File: config.mk
export PLATFORM = sky130hd
export DESIGN_NAME = date_time_string_parser
export DESIGN_NICKNAME = d
export VERILOG_FILES = /design/src/dtsp_pkg.sv /design/src/dtsp_front.sv /design/src/dtsp_fifo.sv /design/src/dtsp_back.sv /design/src/date_time_string_parser.sv
export VERILOG_INCLUDE_DIRS = /design/src /design/src/src
export SDC_FILE = /design/constraint.sdc
export NUM_CORES = 1
export LEC_CHECK = 0
export BUFFER_PORTS_ARGS = -buffer_cell sky130_fd_sc_hd__buf_4
export CORE_ASPECT_RATIO = 0.9
export CORE_UTILIZATION = 58
export CTS_CLUSTER_DIAMETER = 80
export DETAILED_ROUTE_END_ITERATION = 7
export HOLD_SLACK_MARGIN = 0.15
export PLACE_DENSITY_LB_ADDON = 0.15
export SYNTH_ARGS = -nofsm -noshare
export SYNTH_HDL_FRONTEND = slang
export SYNTH_SLANG_ARGS = --single-unit
File: constraint.sdc
create_clock -name i_clk -period 10.09 [get_ports i_clk]
set_input_delay 1.5135 -clock i_clk [delete_from_list [all_inputs] [get_ports i_clk]]
set_output_delay 1.5135 -clock i_clk [all_outputs]
set_load 0.01 [all_outputs]
File: src/date_time_string_parser_assert.svh
// ---------------------------------------------------------------------------
// Assertion macros for the date-time string parser
// Concurrent property wrappers used by the RTL file dtsp_back.
// ---------------------------------------------------------------------------
`ifndef DATE_TIME_STRING_PARSER_ASSERT_SVH
`define DATE_TIME_STRING_PARSER_ASSERT_SVH

// same-cycle implication, disabled in reset
`define DTSP_ASSERT_NOW(lbl, clk, rst_n, pre, post) \
    lbl: assert property (@(posedge clk) disable iff (!(rst_n)) (pre) |-> (post)) \
        else $error("dtsp assertion failed");

// next-cycle implication, disabled in reset
`define DTSP_ASSERT_NEXT(lbl, clk, rst_n, pre, post) \
    lbl: assert property (@(posedge clk) disable iff (!(rst_n)) (pre) |=> (post)) \
        else $error("dtsp assertion failed");

`endif

File: src/dtsp_pkg.sv
// ---------------------------------------------------------------------------
// dtsp_pkg
// Types and constants shared by the date-time string parser.
// ---------------------------------------------------------------------------
`timescale 1ns / 1ps

package dtsp_pkg;

    localparam int LENGTH_BITS_DEF = 16;
    localparam int QUEUE_DEPTH_DEF = 4;

    localparam logic [6:0] PIVOT_RESET = 7'd28;
    localparam logic [6:0] MONTH_MAX   = 7'd12;
    localparam logic [6:0] DAY_MAX     = 7'd31;
    localparam logic [6:0] HOUR_LIM    = 7'd24;
    localparam logic [6:0] MINSEC_LIM  = 7'd60;
    localparam logic [6:0] DEC_TEN     = 7'd10;
    localparam logic [7:0] YEAR_WRAP   = 8'd100;

    localparam logic [7:0] CH_DIGIT_0 = 8'h30;
    localparam logic [7:0] CH_DIGIT_9 = 8'h39;
    localparam logic [7:0] CH_SPACE   = 8'h20;
    localparam logic [7:0] CH_TAB     = 8'h09;
    localparam logic [7:0] CH_CR      = 8'h0D;
    localparam logic [7:0] CH_SLASH   = 8'h2F;
    localparam logic [7:0] CH_COLON   = 8'h3A;

    typedef enum logic [3:0] {
        PH_IDLE,
        PH_LEAD,
        PH_MON,
        PH_DAY,
        PH_YEAR,
        PH_GAP,
        PH_HOUR,
        PH_MIN,
        PH_SEC
    } t_phase;

    typedef struct packed {
        logic [7:0] char_code;
        logic       start_flag;
    } t_in;

    typedef struct packed {
        logic        status;
        logic [3:0]  month;
        logic [4:0]  day;
        logic [7:0]  year;
        logic [4:0]  hour;
        logic [5:0]  minute;
        logic [5:0]  second;
        logic [15:0] consumed_length;
    } t_out;

    typedef struct packed {
        logic       is_start;
        logic       is_digit;
        logic       is_ws;
        logic       is_slash;
        logic       is_colon;
        logic [3:0] value;
    } t_token;

endpackage

File: src/dtsp_front.sv
// ---------------------------------------------------------------------------
// dtsp_front
// Classifies each incoming byte into a token for the parser queue.
// ---------------------------------------------------------------------------
`timescale 1ns / 1ps

module dtsp_front (
    input  dtsp_pkg::t_in    i_data,
    output dtsp_pkg::t_token o_tok
);

    logic [7:0] w_ch;
    logic [7:0] w_off;

    assign w_ch  = i_data.char_code;
    assign w_off = w_ch - dtsp_pkg::CH_DIGIT_0;

    always_comb begin
        o_tok.is_start = i_data.start_flag;
        o_tok.is_digit = (w_ch >= dtsp_pkg::CH_DIGIT_0) && (w_ch <= dtsp_pkg::CH_DIGIT_9);
        o_tok.is_ws    = (w_ch == dtsp_pkg::CH_SPACE)
                      || ((w_ch >= dtsp_pkg::CH_TAB) && (w_ch <= dtsp_pkg::CH_CR));
        o_tok.is_slash = (w_ch == dtsp_pkg::CH_SLASH);
        o_tok.is_colon = (w_ch == dtsp_pkg::CH_COLON);
        o_tok.value    = w_off[3:0];
    end

endmodule

File: src/dtsp_fifo.sv
// ---------------------------------------------------------------------------
// dtsp_fifo
// Short token queue between the classifier and the parser.
// ---------------------------------------------------------------------------
`timescale 1ns / 1ps

module dtsp_fifo #(
    parameter int DEPTH = dtsp_pkg::QUEUE_DEPTH_DEF
) (
    input  logic             i_clk,
    input  logic             i_rst_n,
    input  logic             i_push,
    input  dtsp_pkg::t_token i_tok,
    output logic             o_full,
    input  logic             i_pop,
    output logic             o_valid,
    output dtsp_pkg::t_token o_tok
);

    localparam int PW = (DEPTH > 1) ? $clog2(DEPTH) : 1;
    localparam int CW = $clog2(DEPTH + 1);
    localparam logic [PW-1:0] LAST = PW'(DEPTH - 1);
    localparam logic [CW-1:0] FULL = CW'(DEPTH);

    dtsp_pkg::t_token r_mem [DEPTH];
    logic [PW-1:0] r_wr_ptr, n_wr_ptr;
    logic [PW-1:0] r_rd_ptr, n_rd_ptr;
    logic [CW-1:0] r_count, n_count;
    logic          w_do_push;
    logic          w_do_pop;

    assign o_full    = (r_count == FULL);
    assign o_valid   = (r_count != '0);
    assign o_tok     = r_mem[r_rd_ptr];
    assign w_do_push = i_push && !o_full;
    assign w_do_pop  = i_pop && o_valid;

    always_comb begin
        n_wr_ptr = r_wr_ptr;
        n_rd_ptr = r_rd_ptr;
        n_count  = r_count;
        if (w_do_push) begin
            n_wr_ptr = (r_wr_ptr == LAST) ? '0 : r_wr_ptr + 1'b1;
        end
        if (w_do_pop) begin
            n_rd_ptr = (r_rd_ptr == LAST) ? '0 : r_rd_ptr + 1'b1;
        end
        if (w_do_push && !w_do_pop) begin
            n_count = r_count + 1'b1;
        end else if (w_do_pop && !w_do_push) begin
            n_count = r_count - 1'b1;
        end
    end

    always_ff @(posedge i_clk) begin
        if (!i_rst_n) begin
            r_wr_ptr <= '0;
            r_rd_ptr <= '0;
            r_count  <= '0;
        end else begin
            r_wr_ptr <= n_wr_ptr;
            r_rd_ptr <= n_rd_ptr;
            r_count  <= n_count;
        end
    end

    always_ff @(posedge i_clk) begin
        if (w_do_push) begin
            r_mem[r_wr_ptr] <= i_tok;
        end
    end

endmodule

File: src/dtsp_back.sv
// ---------------------------------------------------------------------------
// dtsp_back
// Field parser state machine with range checks and result register.
// ---------------------------------------------------------------------------
`timescale 1ns / 1ps

`include "date_time_string_parser_assert.svh"

module dtsp_back #(
    parameter int LENGTH_BITS = dtsp_pkg::LENGTH_BITS_DEF
) (
    input  logic             i_clk,
    input  logic             i_rst_n,
    input  logic             i_cfg_we,
    input  logic [6:0]       i_cfg_wdata,
    input  logic             i_tok_valid,
    input  dtsp_pkg::t_token i_tok,
    output logic             o_tok_pop,
    output logic             o_out_valid,
    output dtsp_pkg::t_out   o_out_data,
    input  logic             i_out_stall
);

    dtsp_pkg::t_phase r_phase, n_phase;
    dtsp_pkg::t_phase w_phase_eff;
    dtsp_pkg::t_phase w_field;

    logic [6:0]             r_pivot;
    logic [1:0]             r_dsc, n_dsc;
    logic [6:0]             r_acc, n_acc;
    logic [LENGTH_BITS-1:0] r_cnt, n_cnt;
    logic [3:0]             r_month, n_month;
    logic [4:0]             r_day, n_day;
    logic [7:0]             r_year, n_year;
    logic [4:0]             r_hour, n_hour;
    logic [5:0]             r_minute, n_minute;
    logic                   r_out_valid, n_out_valid;
    dtsp_pkg::t_out         r_out_data, n_out_data;

    logic                   w_pop;
    logic                   w_active;
    logic                   w_lead;
    logic                   w_skip;
    logic [1:0]             w_dsc;
    logic [6:0]             w_acc10;
    logic [6:0]             w_val;
    logic                   w_sep_ok;
    logic                   w_range_ok;
    logic                   w_second_dig;
    logic [LENGTH_BITS-1:0] w_cnt_eff;
    logic [LENGTH_BITS-1:0] w_cnt_inc;
    logic                   w_err;
    logic                   w_ok;

    assign w_pop       = i_tok_valid && (!r_out_valid || !i_out_stall);
    assign o_tok_pop   = w_pop;
    assign w_phase_eff = i_tok.is_start ? dtsp_pkg::PH_LEAD : r_phase;
    assign w_active    = w_pop && (w_phase_eff != dtsp_pkg::PH_IDLE);
    assign w_lead      = (w_phase_eff == dtsp_pkg::PH_LEAD) || (w_phase_eff == dtsp_pkg::PH_GAP);
    assign w_skip      = w_lead && i_tok.is_ws;
    assign w_dsc       = (i_tok.is_start || w_lead) ? 2'd0 : r_dsc;
    assign w_acc10     = ({3'b000, r_acc[3:0]} * dtsp_pkg::DEC_TEN) + {3'b000, i_tok.value};
    assign w_val       = i_tok.is_digit ? w_acc10 : r_acc;
    assign w_second_dig = (w_dsc == 2'd1) && i_tok.is_digit;
    assign w_cnt_eff   = i_tok.is_start ? '0 : r_cnt;
    assign w_cnt_inc   = (w_cnt_eff == '1) ? w_cnt_eff : w_cnt_eff + 1'b1;

    always_comb begin
        case (w_phase_eff)
            dtsp_pkg::PH_LEAD: w_field = dtsp_pkg::PH_MON;
            dtsp_pkg::PH_GAP:  w_field = dtsp_pkg::PH_HOUR;
            default:           w_field = w_phase_eff;
        endcase
    end

    always_comb begin
        w_sep_ok   = i_tok.is_colon;
        w_range_ok = 1'b0;
        case (w_field)
            dtsp_pkg::PH_MON: begin
                w_sep_ok   = i_tok.is_slash;
                w_range_ok = (r_acc != '0) && (r_acc <= dtsp_pkg::MONTH_MAX);
            end
            dtsp_pkg::PH_DAY: begin
                w_sep_ok   = i_tok.is_slash;
                w_range_ok = (r_acc != '0) && (r_acc <= dtsp_pkg::DAY_MAX);
            end
            dtsp_pkg::PH_HOUR: w_range_ok = (r_acc < dtsp_pkg::HOUR_LIM);
            dtsp_pkg::PH_MIN:  w_range_ok = (r_acc < dtsp_pkg::MINSEC_LIM);
            default:           w_range_ok = 1'b0;
        endcase
    end

    always_comb begin
        w_err = 1'b0;
        w_ok  = 1'b0;
        if (w_active && !w_skip) begin
            if (w_dsc == 2'd0) begin
                w_err = !i_tok.is_digit;
            end else begin
                case (w_field)
                    dtsp_pkg::PH_SEC: begin
                        w_err = (w_val >= dtsp_pkg::MINSEC_LIM);
                        w_ok  = (w_val < dtsp_pkg::MINSEC_LIM);
                    end
                    dtsp_pkg::PH_YEAR: w_err = !(i_tok.is_digit || i_tok.is_ws);
                    default: begin
                        if (!w_second_dig) begin
                            w_err = !w_sep_ok || !w_range_ok;
                        end
                    end
                endcase
            end
        end
    end

    always_comb begin
        n_phase = r_phase;
        if (w_active) begin
            if (w_err || w_ok) begin
                n_phase = dtsp_pkg::PH_IDLE;
            end else if (w_skip) begin
                n_phase = w_phase_eff;
            end else if (w_dsc == 2'd0) begin
                n_phase = w_field;
            end else begin
                case (w_field)
                    dtsp_pkg::PH_YEAR: n_phase = dtsp_pkg::PH_GAP;
                    dtsp_pkg::PH_MON:  n_phase = w_second_dig ? w_field : dtsp_pkg::PH_DAY;
                    dtsp_pkg::PH_DAY:  n_phase = w_second_dig ? w_field : dtsp_pkg::PH_YEAR;
                    dtsp_pkg::PH_HOUR: n_phase = w_second_dig ? w_field : dtsp_pkg::PH_MIN;
                    dtsp_pkg::PH_MIN:  n_phase = w_second_dig ? w_field : dtsp_pkg::PH_SEC;
                    default:           n_phase = w_field;
                endcase
            end
        end
    end

    always_comb begin
        n_dsc       = r_dsc;
        n_acc       = r_acc;
        n_cnt       = r_cnt;
        n_month     = r_month;
        n_day       = r_day;
        n_year      = r_year;
        n_hour      = r_hour;
        n_minute    = r_minute;
        n_out_valid = r_out_valid && i_out_stall;
        n_out_data  = r_out_data;
        if (w_active) begin
            n_cnt = w_cnt_eff;
            if (w_skip) begin
                n_cnt = w_cnt_inc;
            end else if (w_dsc == 2'd0) begin
                if (i_tok.is_digit) begin
                    n_acc = {3'b000, i_tok.value};
                    n_dsc = 2'd1;
                    n_cnt = w_cnt_inc;
                end
            end else begin
                case (w_field)
                    dtsp_pkg::PH_SEC: begin
                        if (i_tok.is_digit) begin
                            n_cnt = w_cnt_inc;
                        end
                    end
                    dtsp_pkg::PH_YEAR: begin
                        if (i_tok.is_digit || i_tok.is_ws) begin
                            n_cnt  = w_cnt_inc;
                            n_year = (w_val < r_pivot) ? {1'b0, w_val} + dtsp_pkg::YEAR_WRAP
                                                       : {1'b0, w_val};
                            n_dsc  = 2'd0;
                            n_acc  = '0;
                        end
                    end
                    default: begin
                        if (w_second_dig) begin
                            n_acc = w_acc10;
                            n_dsc = 2'd2;
                            n_cnt = w_cnt_inc;
                        end else if (w_sep_ok) begin
                            n_cnt = w_cnt_inc;
                            if (w_range_ok) begin
                                n_dsc = 2'd0;
                                n_acc = '0;
                                case (w_field)
                                    dtsp_pkg::PH_MON:  n_month  = r_acc[3:0];
                                    dtsp_pkg::PH_DAY:  n_day    = r_acc[4:0];
                                    dtsp_pkg::PH_HOUR: n_hour   = r_acc[4:0];
                                    default:           n_minute = r_acc[5:0];
                                endcase
                            end
                        end
                    end
                endcase
            end
        end
        if (w_err) begin
            n_out_valid       = 1'b1;
            n_out_data        = '0;
            n_out_data.status = 1'b1;
        end else if (w_ok) begin
            n_out_valid                = 1'b1;
            n_out_data.status          = 1'b0;
            n_out_data.month           = r_month;
            n_out_data.day             = r_day;
            n_out_data.year            = r_year;
            n_out_data.hour            = r_hour;
            n_out_data.minute          = r_minute;
            n_out_data.second          = w_val[5:0];
            n_out_data.consumed_length = 16'(i_tok.is_digit ? w_cnt_inc : w_cnt_eff);
        end
    end

    always_ff @(posedge i_clk) begin
        if (!i_rst_n) begin
            r_phase     <= dtsp_pkg::PH_IDLE;
            r_dsc       <= 2'd0;
            r_pivot     <= dtsp_pkg::PIVOT_RESET;
            r_out_valid <= 1'b0;
        end else begin
            r_phase     <= n_phase;
            r_dsc       <= n_dsc;
            r_out_valid <= n_out_valid;
            if (i_cfg_we) begin
                r_pivot <= i_cfg_wdata;
            end
        end
    end

    always_ff @(posedge i_clk) begin
        r_acc      <= n_acc;
        r_cnt      <= n_cnt;
        r_month    <= n_month;
        r_day      <= n_day;
        r_year     <= n_year;
        r_hour     <= n_hour;
        r_minute   <= n_minute;
        r_out_data <= n_out_data;
    end

    assign o_out_valid = r_out_valid;
    assign o_out_data  = r_out_data;

    `DTSP_ASSERT_NOW(a_err_fields_zero, i_clk, i_rst_n, r_out_valid && r_out_data.status, (r_out_data.month == '0) && (r_out_data.day == '0) && (r_out_data.year == '0) && (r_out_data.second == '0) && (r_out_data.consumed_length == '0))
    `DTSP_ASSERT_NOW(a_ok_ranges, i_clk, i_rst_n, r_out_valid && !r_out_data.status, (r_out_data.month != '0) && (r_out_data.month <= 4'd12) && (r_out_data.day != '0) && (r_out_data.hour < 5'd24) && (r_out_data.minute < 6'd60) && (r_out_data.second < 6'd60))
    `DTSP_ASSERT_NEXT(a_result_idles, i_clk, i_rst_n, w_err || w_ok, (r_phase == dtsp_pkg::PH_IDLE) && r_out_valid)
    `DTSP_ASSERT_NOW(a_dsc_range, i_clk, i_rst_n, 1'b1, r_dsc != 2'd3)

endmodule

File: src/date_time_string_parser.sv
// ---------------------------------------------------------------------------
// date_time_string_parser
// Streaming parser for "mm/dd/yy hh:mi:ss" text, one byte per transaction.
// ---------------------------------------------------------------------------
// Takes one byte per clock while o_in_stall is low: each accepted byte is
// classified and queued, and the parser retires one queued byte per clock
// unless i_out_stall holds a pending result, so sustained rate is one
// transaction per cycle. A result is written to the output register as its
// last byte leaves the queue and holds there until taken. A full queue of
// QUEUE_DEPTH bytes raises o_in_stall. Write year_pivot only while idle.
`timescale 1ns / 1ps

module date_time_string_parser #(
    parameter int LENGTH_BITS = dtsp_pkg::LENGTH_BITS_DEF,
    parameter int QUEUE_DEPTH = dtsp_pkg::QUEUE_DEPTH_DEF
) (
    input  logic           i_clk,
    input  logic           i_rst_n,
    input  logic           i_cfg_we,
    input  logic [6:0]     i_cfg_wdata,
    input  logic           i_in_valid,
    output logic           o_in_stall,
    input  dtsp_pkg::t_in  i_in_data,
    output logic           o_out_valid,
    input  logic           i_out_stall,
    output dtsp_pkg::t_out o_out_data
);

    dtsp_pkg::t_token w_in_tok;
    dtsp_pkg::t_token w_q_tok;
    logic             w_full;
    logic             w_q_valid;
    logic             w_q_pop;

    assign o_in_stall = w_full;

    dtsp_front u_front (
        .i_data (i_in_data),
        .o_tok  (w_in_tok)
    );

    dtsp_fifo #(
        .DEPTH (QUEUE_DEPTH)
    ) u_fifo (
        .i_clk   (i_clk),
        .i_rst_n (i_rst_n),
        .i_push  (i_in_valid),
        .i_tok   (w_in_tok),
        .o_full  (w_full),
        .i_pop   (w_q_pop),
        .o_valid (w_q_valid),
        .o_tok   (w_q_tok)
    );

    dtsp_back #(
        .LENGTH_BITS (LENGTH_BITS)
    ) u_back (
        .i_clk       (i_clk),
        .i_rst_n     (i_rst_n),
        .i_cfg_we    (i_cfg_we),
        .i_cfg_wdata (i_cfg_wdata),
        .i_tok_valid (w_q_valid),
        .i_tok       (w_q_tok),
        .o_tok_pop   (w_q_pop),
        .o_out_valid (o_out_valid),
        .o_out_data  (o_out_data),
        .i_out_stall (i_out_stall)
    );

endmodule
### Word-level counts from Yosys, hierarchy flattened

Memory sizes are Yosys's and may differ from the RTL's. A register that Yosys moved wholly into a read port is not among the register bits.
Index checks and enable logic that the tools add are counted.
W data, S select, Z words.

| operators by class | value |
|---|---|
| bitwise gates (word level) | 5 |
| mux-type cells | 55 |
| reductions and logical operators | 47 |
| $lt $le $gt $ge | 11 |
| $mul | 1 |
| equality and inequality tests | 19 |
| $add $sub $neg | 8 |

Operators with widths:

| cell | count |
|---|---|
| $mux W16 | 8 |
| $mux W7 | 8 |
| $mux W4 | 8 |
| $pmux W16 S2 | 1 |
| $reduce_and A8 Y1 | 4 |
| $eq A8 B6 Y1 const B | 3 |
| $mux W2 | 11 |
| $pmux W4 S5 | 1 |
| $add A16 B1 Y16 const B | 1 |
| $eq A16 B16 Y1 const B | 1 |
| $eq A4 B3 Y1 const B | 4 |
| $logic_and A1 B1 Y1 | 14 |
| $lt A7 B6 Y1 const B | 2 |
| $pmux W7 S2 | 1 |
| $reduce_bool A4 Y1 | 3 |
| $mux W1 | 11 |
| $logic_not A1 Y1 | 10 |
| $add A7 B7 Y8 const B | 1 |
| $eq A4 B2 Y1 const B | 2 |
| $ge A8 B4 Y1 const B | 1 |
| $ge A8 B6 Y1 const B | 1 |
| $le A8 B4 Y1 const B | 1 |
| $le A8 B6 Y1 const B | 1 |
| $pmux W4 S2 | 1 |
| other kinds (32) | 47 |

| word-level totals | value |
|---|---|
| logic and storage cells | 170 |
| memory bits (writable) | 36 |
| memories kept | 1 |
| register bits after elaboration | 123 |

Memories:

| name | depth | bits a word | read ports | clocked after memory_dff | wr ports | line | source |
|---|---|---|---|---|---|---|---|
| u_fifo.r_mem | 4 | 9 | 1 | 1 | 1 | dtsp_fifo.sv:25 | `dtsp_pkg::t_token r_mem [DEPTH];` |

### Depth between registers and ports, before layout

| logic depth | value |
|---|---|
| word-level depth | 14 |
| mapped depth | 17 |
| gate-level depth less buffers | 16 |

### Modules after synthesis

Synthesis repeated with hierarchy kept, for this count alone.

| second synthesis, totals | value |
|---|---|
| cell total of the unflattened synthesis | 770 |
| area, all modules | 8235.4 µm² |

By module, submodules not included:

| module | times used | area each (µm²) | sequential area each (µm²) | cells each |
|---|---|---|---|---|
| dtsp_back | 1 | 6319.8 | 2832.7 | 651 |
| dtsp_fifo | 1 | 1775.5 | 1261.2 | 98 |
| dtsp_front | 1 | 140.1 | 0.0 | 21 |

### Least setup slack after synthesis

No wires, ideal clock.

| timing path | value |
|---|---|
| path type | register to register |
| from | register with a tool-made name |
| to | register u_back.r_year[3] (data pin) |
| setup slack | 5.788 ns |
| data required time | 9.830 ns |
| path buffers | 2 |
| stages on the path, launching flop included | 17 |
| clock period less this slack | 4.302 ns |
| arrival | 4.042 ns |
| path through | dfxtp_1 -> buf_2 -> buf_1 -> mux4_2 -> ha_1 -> fa_1 -> nand3_1 -> a32o_1 -> or2_1 -> a21boi_0 -> inv_1 -> ha_1 -> a21o_1 -> a21oi_1 -> o21a_1 -> a31oi_1 -> mux2_2 |

RTL lines:

| what | line | source |
|---|---|---|
| end signal, assigned | dtsp_back.sv:236 | `r_year <= n_year;` |
| end, declared | dtsp_back.sv:34 | `logic [7:0] r_year, n_year;` |

==> results.tsv <==
metric	value	unit
H-tree Lvls	4	
Final Skew	0.008388	ns
Root Driver	clkbuf_16	
r2r setup slk	5.19	ns
critical path type	flop to flop	
pin count of the biggest net entering global routing	67	
CP max FO	13	
Final ANT Viol Nets	0	
status	complete, no violations	
antenna violations before repair	0	
DP HPWL	12150	µm
total routed wirelength	17510	µm
main flop type after synthesis	edfxtp_1	
area delta synth->final	14.24	%
Die ar.	0.01446	mm²
DR vias/cell	6.121	
clk sinks	161	
Post-synth EDFFs	87	
Yosys reg bits	161	
IO Pins	74	
post-synthesis cell area	0.008112	mm²
Avg Cell Area, Syn	11.01	µm²
ant diodes	0	
FF/Latch Area	0.004094	mm²
Psw	0.001069	W
WP data required	10.27	ns
Filler cells	997	
maximum clock path buffer count	2	
Crit. End Element	flop	
Starting Density	0.6003	
leakage dissipation	3.448	nW
Internal Power	0.001598	W
Avg WL per Cell	17.99	µm
reg2reg end	u_back.r_year[3]	
first-pass GRT wire length	28080	µm
Final period util	0.4858	
DIE HEIGHT	114.2	µm
CP most frequent cell	ha_1	
max-cap violation count	0	
Cell Chain, Critical Path	mux4_2 > ha_1 > fa_1 > nand3_1 > a32o_1 > or2_1 > a21boi_0 > inv_1 > ha_1 > a21o_1 > a21oi_1 > o21a_1 > a31oi_1 > mux2_2	
clock slew at reported path FFs	0.07	ns
Worst EP arrival	5.08	ns
Die W	126.7	µm
Setup-failing EPs final	0	
Gate power share	0.405	
Tmin final	4.901	ns
TritonCTS clock tree	built	
DR iter-0 viols	435	
Hold Path Cell Cnt	2	
Max Fclk	204.0	MHz
asr flop ratio synth	0	
cts-stage hold buffer count	0	
synth unique cells	78	
vias in the first global route	5534	
top-area cell type share of the netlist area	0.3221	
CTS resizes	0	
Synth area leaders	edfxtp_1 32%, dfxtp_1 18%, mux2i_1 7.2%, nor2_1 4.7%, ha_1 3.1%	
Seq pwr share	0.356	
Syn Nets	781	
hold_sp	u_back.o_out_data[9]	
Clk Latency, worst-skew pair	0.43	ns
switching share of power	0.4008	
Post-CTS Setup Inserts	0	
Core ar.	0.01351	mm²
Slew Limit Fails	0	
CP max stage delay	0.80	ns
TritonRoute pass-1 iters	6	
Hold Path Class	flop to flop	
Tot GR Track Use	0.2515	
R2R depth	14	
fin nets	836	
Seq/Total Area, Yosys	0.5047	
PD cells	287.9	mW/mm²
Clock Power Share	0.238	
unrepaired setup endpoints after global routing	no	
Startpoint Class	flop	
DRC	0	
Post-Syn Instances	737	
CP max-delay cell	dfxtp_1	
Hold EP	u_back.o_out_data[9]	
port bufs	73	
via count	5956	
GRT Residual Overflow	0	
Std-Cell Rows	40	
overall power	0.002667	W
Relative slew margins	0.2141	
Routability Congestion	0.8717	
Worst-Margin Slew	1.179	ns
share of layout cells above drive strength 1	0.1913	
Ys Warns	0	
Final Hold Violating Endpoints	0	
Peak VDD IR	0.2053	mV
setup tns final	0	ns
area of the multi-input gates	0.003710	mm²
Num CTS Buffers	17	
area leader, netlist	edfxtp_1	
## area by class of cell
class | instances | area share
clock buffers | 19 | 0.04780
clock inverters | 13 | 0.01526
inverters | 24 | 0.009722
multi-input cells | 511 | 0.4004
flip-flops and latches | 161 | 0.4418
well taps | 168 | 0.02268
repair buffers | 77 | 0.06238
## metrics by stage
| step | cells | worst slack [ns] | hold slack, ns | utilization | instance area [µm²] |
|---|---|---|---|---|---|
| after CTS | 973 | 5.164 | 0.4910 | 0.6857 | 9266 |
| after global placement | 941 | 5.334 | 0.4628 | 0.6425 | 8682 |
| after detailed placement | 941 | 5.217 | 0.4794 | 0.6425 | 8682 |
| final | 973 | 5.189 | 0.4890 | 0.6857 | 9266 |
| after floorplan | 737 | 5.788 | 0.4563 | - | 8112 |
| after global routing | 973 | 4.824 | 0.5119 | 0.6857 | 9266 |
## power groups by stage
| stage | clock network [W] | registers (W) | logic (W) |
|---|---|---|---|
| after floorplan | 0 | 0.000901 | 0.000870 |
| after global placement | 0 | 0.000954 | 0.00102 |
| after detailed placement | 0 | 0.000961 | 0.00106 |
| after CTS | 0.000644 | 0.000949 | 0.00107 |
| after global routing | 0.000668 | 0.000964 | 0.00118 |
| final | 0.000636 | 0.000950 | 0.00108 |
## worst max-delay path: cells and delay by family, from the launching register on
kind / cells / cell delay, ns
adder cells (fa/ha/maj): 3 / 1.00
AND/OR/NAND/NOR: 2 / 0.21
buffers and inverters: 1 / 0.15
multiplexers: 2 / 1.01
AO/OA/AOI/OAI: 6 / 1.48
flip-flops: 1 / 0.80
## cell usage after synthesis (9+ instances only)
master    number
nand2b_1      11
edfxtp_1      87
a21oi_1       26
a211oi_2      13
nor3_1        13
inv_1         22
clkbuf_1      17
dfxtp_1       74
xor2_1        16
xnor2_1       12
mux2i_1       58
nand2_1       39
buf_2          9
mux4_2         9
nand4_1       13
nor2_1       101
nand3_1       18
o21ai_0       15
ha_1          20
## per-layer routing
metal	vias up	part of all wire	GRT usage
li1	2841	-	-
met1	2835	0.46	0.3491
met2	253	0.46	0.3952
met3	27	0.066	0.04720
met4	0	0.014	0.09444
met5	-	0	0
## cells by family (layout without fill, tap and decap cells)
family,count (synthesis),count (layout),share of synthesized area
and+or+nand+nor,254,254,0.1583
DFF,161,161,0.5047
AOI/OAI and AO/OA,134,134,0.1257
muxes,72,72,0.1040
buffers and inverters,65,133,0.03887
xor gates and xnor gates,28,28,0.03023
adders and majority gates,23,23,0.03825
## placed cells by master (no fill, tap or decap), drive strengths merged, types with 11 or more instances in the layout
master / count
inv: 32
a211oi: 16
nor3: 17
xnor2: 12
nand4: 13
xor2: 16
buf: 77
edfxtp: 87
clkbuf: 19
nand2: 39
nand2b: 11
ha: 20
dfxtp: 74
mux2i: 58
a21oi: 28
nand3: 18
nor2: 102
o21ai: 20
## how the worst max path moves through the flow
stage,from,end,slack [ns],depth (start not counted)
2_1_floorplan,flop,u_back.r_year[3],5.79,16
3_3_place_gp,flop,u_back.r_year[3],5.33,14
3_5_place_dp,flop,u_back.r_year[3],5.22,14
4_1_cts,flop,u_back.r_year[3],5.16,14
5_1_grt,flop,u_back.r_year[3],4.82,14
6_report,flop,u_back.r_year[3],5.19,14
## flip-flops by register name (all words and copies together) (netlist names), 3 cells and up, named ones only
name / flops
u_back.o_out_data: 51
u_fifo.r_mem: 36
u_back.r_year: 8
u_back.r_month: 4
u_fifo.r_count: 3
u_back.r_hour: 5
u_back.r_minute: 6
u_back.r_phase: 4
u_back.r_acc: 7
u_back.r_day: 5
u_back.r_pivot: 7
u_back.r_cnt: 16
Note: power is estimated with default switching activity, not from simulation.
